**src/rtl/core/triangular_matrix_product_assert.svh**
```systemverilog
// Assertion macros used by the triangular matrix product top level
`ifndef TRIANGULAR_MATRIX_PRODUCT_ASSERT_SVH
`define TRIANGULAR_MATRIX_PRODUCT_ASSERT_SVH

// checked only outside reset
`define TRMM_ASSERT(lbl, clk, rst_n, prop, msg) \
    lbl: assert property (@(posedge clk) disable iff (!rst_n) prop) else $error(msg);

// checked at every edge, reset included
`define TRMM_ASSERT_ALWAYS(lbl, clk, prop, msg) \
    lbl: assert property (@(posedge clk) prop) else $error(msg);

`endif

```
**src/rtl/core/trmm_pkg.sv**
```systemverilog
// Shared constants, codes and types of the triangular matrix product block
package trmm_pkg;

    localparam int MAX_ORDER = 8;
    localparam int IDX_W     = 3;
    localparam int ADDR_W    = 2 * IDX_W;
    localparam int DEPTH     = MAX_ORDER * MAX_ORDER;
    localparam int SIZE_W    = 4;

    localparam int AB_W      = 16;
    localparam int C_W       = 32;
    localparam int SUM_W     = 35;              // eight Q16.16 products, exact
    localparam int PROD_W    = SUM_W + AB_W;    // sum times alpha, Q27.24
    localparam int FRAC_SH   = 16;

    localparam logic signed [AB_W-1:0]   ONE_Q8   = 16'sd256;
    localparam logic signed [PROD_W-1:0] RND_HALF = PROD_W'(32768);

    // opcodes
    localparam logic [1:0] OP_LOAD_A = 2'd0;
    localparam logic [1:0] OP_LOAD_B = 2'd1;
    localparam logic [1:0] OP_LOAD_C = 2'd2;
    localparam logic [1:0] OP_START  = 2'd3;

    // register indexes
    localparam int CFG_IDX_W = 3;
    localparam logic [CFG_IDX_W-1:0] CFG_MATRIX_SIZE = 3'd0;
    localparam logic [CFG_IDX_W-1:0] CFG_ORDER_MODE  = 3'd1;
    localparam logic [CFG_IDX_W-1:0] CFG_A_UNIT_DIAG = 3'd2;
    localparam logic [CFG_IDX_W-1:0] CFG_B_UNIT_DIAG = 3'd3;
    localparam logic [CFG_IDX_W-1:0] CFG_ACCUMULATE  = 3'd4;
    localparam logic [CFG_IDX_W-1:0] CFG_SCALE       = 3'd5;
    localparam int CFG_DATA_W = 16;

    typedef struct packed {
        logic mul_en;     // capture multiplier output
        logic use_scale;  // multiply running sum by alpha instead of A*B
        logic acc_clr;    // zero running sum
        logic acc_en;     // add captured product into running sum
    } t_mac_ctl;

endpackage

```
**src/rtl/core/trmm_mac.sv**
```systemverilog
// Shared multiplier and accumulator: A*B terms, then the alpha scaling
module trmm_mac (
    input  logic                                i_clk,
    input  trmm_pkg::t_mac_ctl                  i_ctl,
    input  logic signed [trmm_pkg::AB_W-1:0]    i_a,
    input  logic signed [trmm_pkg::AB_W-1:0]    i_b,
    input  logic signed [trmm_pkg::AB_W-1:0]    i_alpha,
    output logic signed [trmm_pkg::PROD_W-1:0]  o_prod
);
    import trmm_pkg::*;

    logic signed [SUM_W-1:0]  r_sum;
    logic signed [SUM_W-1:0]  n_sum;
    logic signed [PROD_W-1:0] r_prod;
    logic signed [SUM_W-1:0]  mul_x;
    logic signed [AB_W-1:0]   mul_y;
    logic signed [PROD_W-1:0] mul_p;

    assign mul_x = i_ctl.use_scale ? r_sum : SUM_W'(i_a);
    assign mul_y = i_ctl.use_scale ? i_alpha : i_b;
    assign mul_p = PROD_W'(mul_x) * PROD_W'(mul_y);

    always_comb begin
        n_sum = r_sum;
        if (i_ctl.acc_clr) begin
            n_sum = '0;
        end else if (i_ctl.acc_en) begin
            // a single A*B term fits well inside the sum width
            n_sum = r_sum + r_prod[SUM_W-1:0];
        end
    end

    always_ff @(posedge i_clk) begin
        r_sum <= n_sum;
        if (i_ctl.mul_en) begin
            r_prod <= mul_p;
        end
    end

    assign o_prod = r_prod;

endmodule
```
**config.mk**
```make
export PLATFORM = sky130hd
export DESIGN_NAME = trmm_mac
export DESIGN_NICKNAME = d
export VERILOG_FILES = /design/src/rtl/core/triangular_matrix_product_assert.svh /design/src/rtl/core/trmm_pkg.sv /design/src/rtl/core/trmm_mac.sv
export SDC_FILE = /design/constraint.sdc
export NUM_CORES = 2
export LEC_CHECK = 0
export BUFFER_PORTS_ARGS = -buffer_cell sky130_fd_sc_hd__buf_4
export CAP_MARGIN = 40
export CORE_UTILIZATION = 50
export DETAILED_ROUTE_END_ITERATION = 12
export PLACE_DENSITY_LB_ADDON = 0.2
export SKIP_CTS_REPAIR_TIMING = 1
export SYNTH_ARGS = -nofsm -noshare
export SYNTH_HDL_FRONTEND = slang
export SYNTH_SLANG_ARGS = --single-unit
```
**constraint.sdc**
```tcl
create_clock -name i_clk -period 8.9 [get_ports i_clk]
set_clock_uncertainty 0.15 [all_clocks]
set_input_delay 1.78 -clock i_clk [delete_from_list [all_inputs] [get_ports i_clk]]
set_output_delay 1.78 -clock i_clk [all_outputs]
set_load 0.01 [all_outputs]
```
# ---- After elaboration in Yosys (flattened, before gate mapping)
# Index checks and enable logic that the tools add are counted.
dict set report op_classes {
  add_sub_neg 1
  n_mul 1
  n_mux 2
}
# op count
set op_table {}
lappend op_table {{35-bit by 16-bit multiplier with 51-bit output} 1}
lappend op_table {{35-bit adder} 1}
lappend op_table {{35-bit 2-to-1 mux} 1}
lappend op_table {{16-bit 2-to-1 mux} 1}
dict set report totals {
  reg_bits 86
  inputBits 53
  wordCells 6
}

# ---- Depth between registers and ports, before layout
dict set report logic_depth {
  word_depth 2
  mapped_depth 29
  depth_no_buf 26
}

# ---- Worst setup path before layout
# No wires, ideal clock.
dict set report synth_path {
  path_type {input to register}
  startpoint {input i_ctl[2] (netlist name)}
  endpoint {register r_prod[47], in the netlist o_prod[47], data pin}
  setup_time_ns 0.262
  arrival_time_ns 8.697
  required_time_ns 8.488
  path_slack_ns -0.209
  path_stages 26
  path_cell_list {clkbuf_1 -> clkbuf_1 -> buf_1 -> nand2_1 -> nand2_1 -> clkbuf_1 -> nand2_1 -> fa_1 -> inv_1 -> fa_1 -> fa_1 -> fa_1 -> fa_1 -> inv_1 -> fa_1 -> inv_1 -> ha_1 -> a2111oi_2 -> o21ai_1 -> a221oi_2 -> o21a_1 -> a31oi_2 -> or4_4 -> a31oi_1 -> o21ai_1 -> xor2_1}
}
dict set report synth_via {
  elab_chain_cells 2
  word_cells_on_any_way 3
}
# element line
set synth_rtl {}
lappend synth_rtl {{start, declared} trmm_mac.sv:4} ;# input trmm_pkg::t_mac_ctl i_ctl,
lappend synth_rtl {{35-bit 2-to-1 mux or 16-bit 2-to-1 mux (tied branches)} {trmm_mac.sv:19, trmm_mac.sv:20}}
lappend synth_rtl {{35-bit by 16-bit multiplier with 51-bit output (*)} trmm_mac.sv:21} ;# assign mul_p = PROD_W'(mul_x) * PROD_W'(mul_y);
lappend synth_rtl {{net mul_p[47]} trmm_mac.sv:17} ;# logic signed [PROD_W-1:0] mul_p;
lappend synth_rtl {{end signal, assigned} trmm_mac.sv:36} ;# r_prod <= mul_p;
lappend synth_rtl {{end, declared} trmm_mac.sv:14} ;# logic signed [PROD_W-1:0] r_prod;
# The timed path passes the listed nets; every way through them passes the cells marked *.
# A chain may end at the register's enable or synchronous reset.

# ---- Final worst setup path
# Ends and elaborated chain as after synthesis.

==> summary.md <==
The run finished with clean final reports. Multiplexer cells account for 3.659% of the synthesized area. The tools report the worst setup slack before clock tree synthesis as -174.6 ps. Setup-violating endpoint count in the final report: 0. After Yosys synthesis, and, or, nand and nor cells account for 13.70% of the synthesized area. Registers take 0.002232 mm². The final worst slack is 281.3 ps. After routing the design area is 0.02703 mm². TritonCTS built the clock tree.

The largest family of logic cells by synthesized area is adder cells. The final route contains 19250 vias. The required time at the endpoint of the critical path was 8900 ps. The first detailed-routing pass ran for 9 iterations. The tools report the remaining global-route overflow as 0.

The largest total area in the synthesized netlist belongs to sky130_fd_sc_hd__fa_1. The root buffer selected by CTS was sky130_fd_sc_hd__clkbuf_16. The first-pass GRT wire length was 116700 µm. For this configuration, the core starts out at a cell density of 51.13%. The number of enable flip-flop cells after synthesis is 51. The count of nets left with antenna violations once routing finished came out at 0. The fraction of final layout cells sized beyond drive strength 1 was 11.56%.

The largest fanout of any net on the critical path was 21; the number of filler instances in the final layout was 4255. The tools report the number of clock buffers inserted by TritonCTS as 9. The worst min-delay path endpoint was r_sum[28]. Net count of the mapped netlist: 3455. The area growth from synthesis to layout was 12.59%. In the synthesized netlist the dominant register cell turns out to be sky130_fd_sc_hd__edfxtp_1. The via count normalized by instance count is 5.479, and the number of antenna violations at the first check in global routing is 1.

Summing every instance area after synthesis gives 0.02401 mm². The most common cell in the netlist was sky130_fd_sc_hd__inv_1. The worst setup path is captured at a flop. The width of the die was 221.1 µm.

Entering global routing, the biggest net connects 52 pins. The tools report the number of diodes as 0. For the number of H-tree levels, the log shows 3.

The element type at the critical path start is an input pin. In this run the critical register-to-register path is captured at o_prod[50]. The combined area of the multi-input logic cells came out at 0.01920 mm².

Global routing consumed, over all layers together, 31.65% of the routing resources. The worst register-to-register path has a setup slack of 1700 ps. Number of cells on the worst hold path: 2.

I/O pin count: 104. Kind of path behind the tightest hold check: flop to flop. The number of max-slew violations in the final report was 0; the maximum clock path buffer count was 2.

Once placement finished, the instance area stood at 0.02669 mm². The part of the cycle the worst path needs works out to 96.84%. The transition at the pin with the smallest max-transition slack was 830.5 ps. The complex-gate fraction of the synthesized area works out to 7.463%. The die is 221.1 µm tall. The startpoint identified for the worst register-to-register timing path is r_sum[7].

The logs give 1206 for the DRC violation total after the first TritonRoute iteration and 8620 ps for the worst endpoint data arrival time. The final estimated routing congestion in global placement is 0.9823. Across the run, the number of max-cap violations was 0.

The clock slew seen by the registers of the worst setup and hold paths works out to 90 ps. The synthesized netlist contains 65 unique library cells. After detailed routing, the average wire length per cell comes to 21.15 µm. The floorplan step defined a die boundary enclosing 0.04890 mm².

Synthesis handed over a netlist of 2719 instances. Of all flip-flops after synthesis, the portion carrying an async set or reset was 0%. The number of clock sinks seen by CTS came out at 86.

The tools report the number of global-route vias before repair as 20520. The number of DRC violations after detailed routing is 0. Yosys attributes the largest share of cell area to sky130_fd_sc_hd__fa_1, sky130_fd_sc_hd__inv_1, sky130_fd_sc_hd__ha_1, sky130_fd_sc_hd__nand2_1, sky130_fd_sc_hd__edfxtp_1. The run gives 9.297% as the post-synthesis sequential area ratio. Counting I/O delays and the setup requirement, the final critical path takes 8619 ps. Summed over its instances, the top area cell type makes up 44.11% of the synthesized netlist area. The final-stage net count is 3638, and the fraction of synthesized cell area in xor and xnor cells is 2.882%. The worst pin sits at a relative slew slack of 43.45%. The final number of hold-violating endpoints was 0; the routed wire length was 74310 µm. The count of yosys warnings during synthesis came out at 0. The critical path is of the input pin to flop type.

Sorting the synthesized cells by how often they occur yields sky130_fd_sc_hd__inv_1, sky130_fd_sc_hd__fa_1, sky130_fd_sc_hd__nand2_1, sky130_fd_sc_hd__nor2_1, sky130_fd_sc_hd__ha_1. The mean post-synth cell area works out to 8.830 µm². After synthesis the netlist holds a flip-flop and latch count of 86. Clock latency on the worst-skew pair, taken at its later pin, is 380 ps. In this run the core area contains 79 standard-cell rows.

Counting cells, the worst reg-to-reg path comes to 26. The adder and majority cell fraction of the synthesized area was 52.14%. In this run the standard cell core region covers 0.04695 mm².

Setup repair after global routing left no endpoint under its margin. The startpoint identified for the worst hold timing path is r_sum[28]. Placed wire-length estimate after detailed placement: 63890 µm.

The number of buffers inserted by port buffering works out to 103. Timing would allow up to 0.1160 GHz.
logic make-up (layout without fill, tap and decap cells):
logic type / after synthesis / in the layout
mux: 84 / 84
fa+ha+maj: 683 / 683
xor+xnor: 79 / 79
compound gates: 278 / 278
buf+inv: 695 / 883
simple gates: 814 / 814
flops: 86 / 86
critical path, stage by stage:
cell                      delay, ps
sky130_fd_sc_hd__buf_6          180
sky130_fd_sc_hd__buf_12         210
sky130_fd_sc_hd__buf_4          140
sky130_fd_sc_hd__mux2_2         430
sky130_fd_sc_hd__buf_4          200
sky130_fd_sc_hd__nand2_1         80
sky130_fd_sc_hd__fa_1           440
sky130_fd_sc_hd__fa_1           500
sky130_fd_sc_hd__inv_1           80
sky130_fd_sc_hd__fa_1           510
sky130_fd_sc_hd__inv_1           60
sky130_fd_sc_hd__fa_1           460
sky130_fd_sc_hd__fa_1           530
sky130_fd_sc_hd__fa_1           570
sky130_fd_sc_hd__inv_1           50
sky130_fd_sc_hd__ha_1           280
sky130_fd_sc_hd__or3_1          350
sky130_fd_sc_hd__a21oi_1        210
sky130_fd_sc_hd__o31a_1         200
sky130_fd_sc_hd__o21a_1         190
sky130_fd_sc_hd__a31oi_2        150
sky130_fd_sc_hd__or4_4          570
sky130_fd_sc_hd__a31oi_1        190
sky130_fd_sc_hd__o21ai_1         80
sky130_fd_sc_hd__xor2_1         150
layout make-up:
type                       count  area share, %
tap                          607          2.810
sequential                    86          8.258
clock inverter                 6         0.2731
multi-input combinational   1938          71.05
inverter                     601          8.346
clock buffer                  10         0.9258
timing repair buffer         266          8.341
metal layers:
layer / GRT usage [%] / vias to the layer above / part of all wire (%)
met5: 0 / - / 0.017
met3: 4.169 / 187 / 5.4
met4: 18.27 / 2 / 6.4
met2: 54.14 / 672 / 50
li1: - / 8623 / -
met1: 38.53 / 9770 / 38
worst max path at each step:
stage	depth (start not counted)	end	from	slack, ps
global placement	28	o_prod[50]	i_ctl[2]	-110
global route	28	o_prod[50]	i_ctl[2]	50
CTS	28	o_prod[50]	i_ctl[2]	200
finish	25	o_prod[47]	i_ctl[2]	280
detailed placement	28	o_prod[50]	i_ctl[2]	-170
floorplan	24	o_prod[47]	i_ctl[2]	30
flip-flops by register name, summed over array words and instances (netlist names):
signal	count
o_prod	51
r_sum	35
per-stage QoR:
step                      TNS [ps]  instances  util (%)  hold slack (ps)
after CTS                        0       3514     57.54            414.8
final                            0       3514     57.57            400.5
after global placement      -143.6       3498     56.84            402.0
after detailed placement    -582.7       3498     56.84            402.8
after global routing             0       3514     57.57            441.3
after floorplan                  0       2719         -            321.3
cell usage in the layout (no fill, tap or decap), types with 6 or more instances in the layout:
cell,instances
sky130_fd_sc_hd__mux2_2,30
sky130_fd_sc_hd__and4_1,6
sky130_fd_sc_hd__nand2_1,410
sky130_fd_sc_hd__inv_1,600
sky130_fd_sc_hd__and2_1,7
sky130_fd_sc_hd__nor3_1,12
sky130_fd_sc_hd__a21oi_1,100
sky130_fd_sc_hd__o21ai_0,44
sky130_fd_sc_hd__a31oi_1,8
sky130_fd_sc_hd__nand2b_1,11
sky130_fd_sc_hd__o211ai_1,11
sky130_fd_sc_hd__buf_4,244
sky130_fd_sc_hd__xor2_1,28
sky130_fd_sc_hd__nor2_1,310
sky130_fd_sc_hd__buf_12,20
sky130_fd_sc_hd__nand3_1,25
sky130_fd_sc_hd__xnor2_1,51
sky130_fd_sc_hd__a211oi_1,12
sky130_fd_sc_hd__o21a_1,13
sky130_fd_sc_hd__o21bai_1,8
sky130_fd_sc_hd__clkbuf_16,10
sky130_fd_sc_hd__edfxtp_1,51
sky130_fd_sc_hd__dfxtp_1,35
sky130_fd_sc_hd__a21o_1,32
sky130_fd_sc_hd__mux2i_1,49
sky130_fd_sc_hd__ha_1,154
sky130_fd_sc_hd__fa_1,529
Power is left out: the tool's default activity adds up to more than one toggle a clock period on the data nets, which glitch-free logic cannot reach.
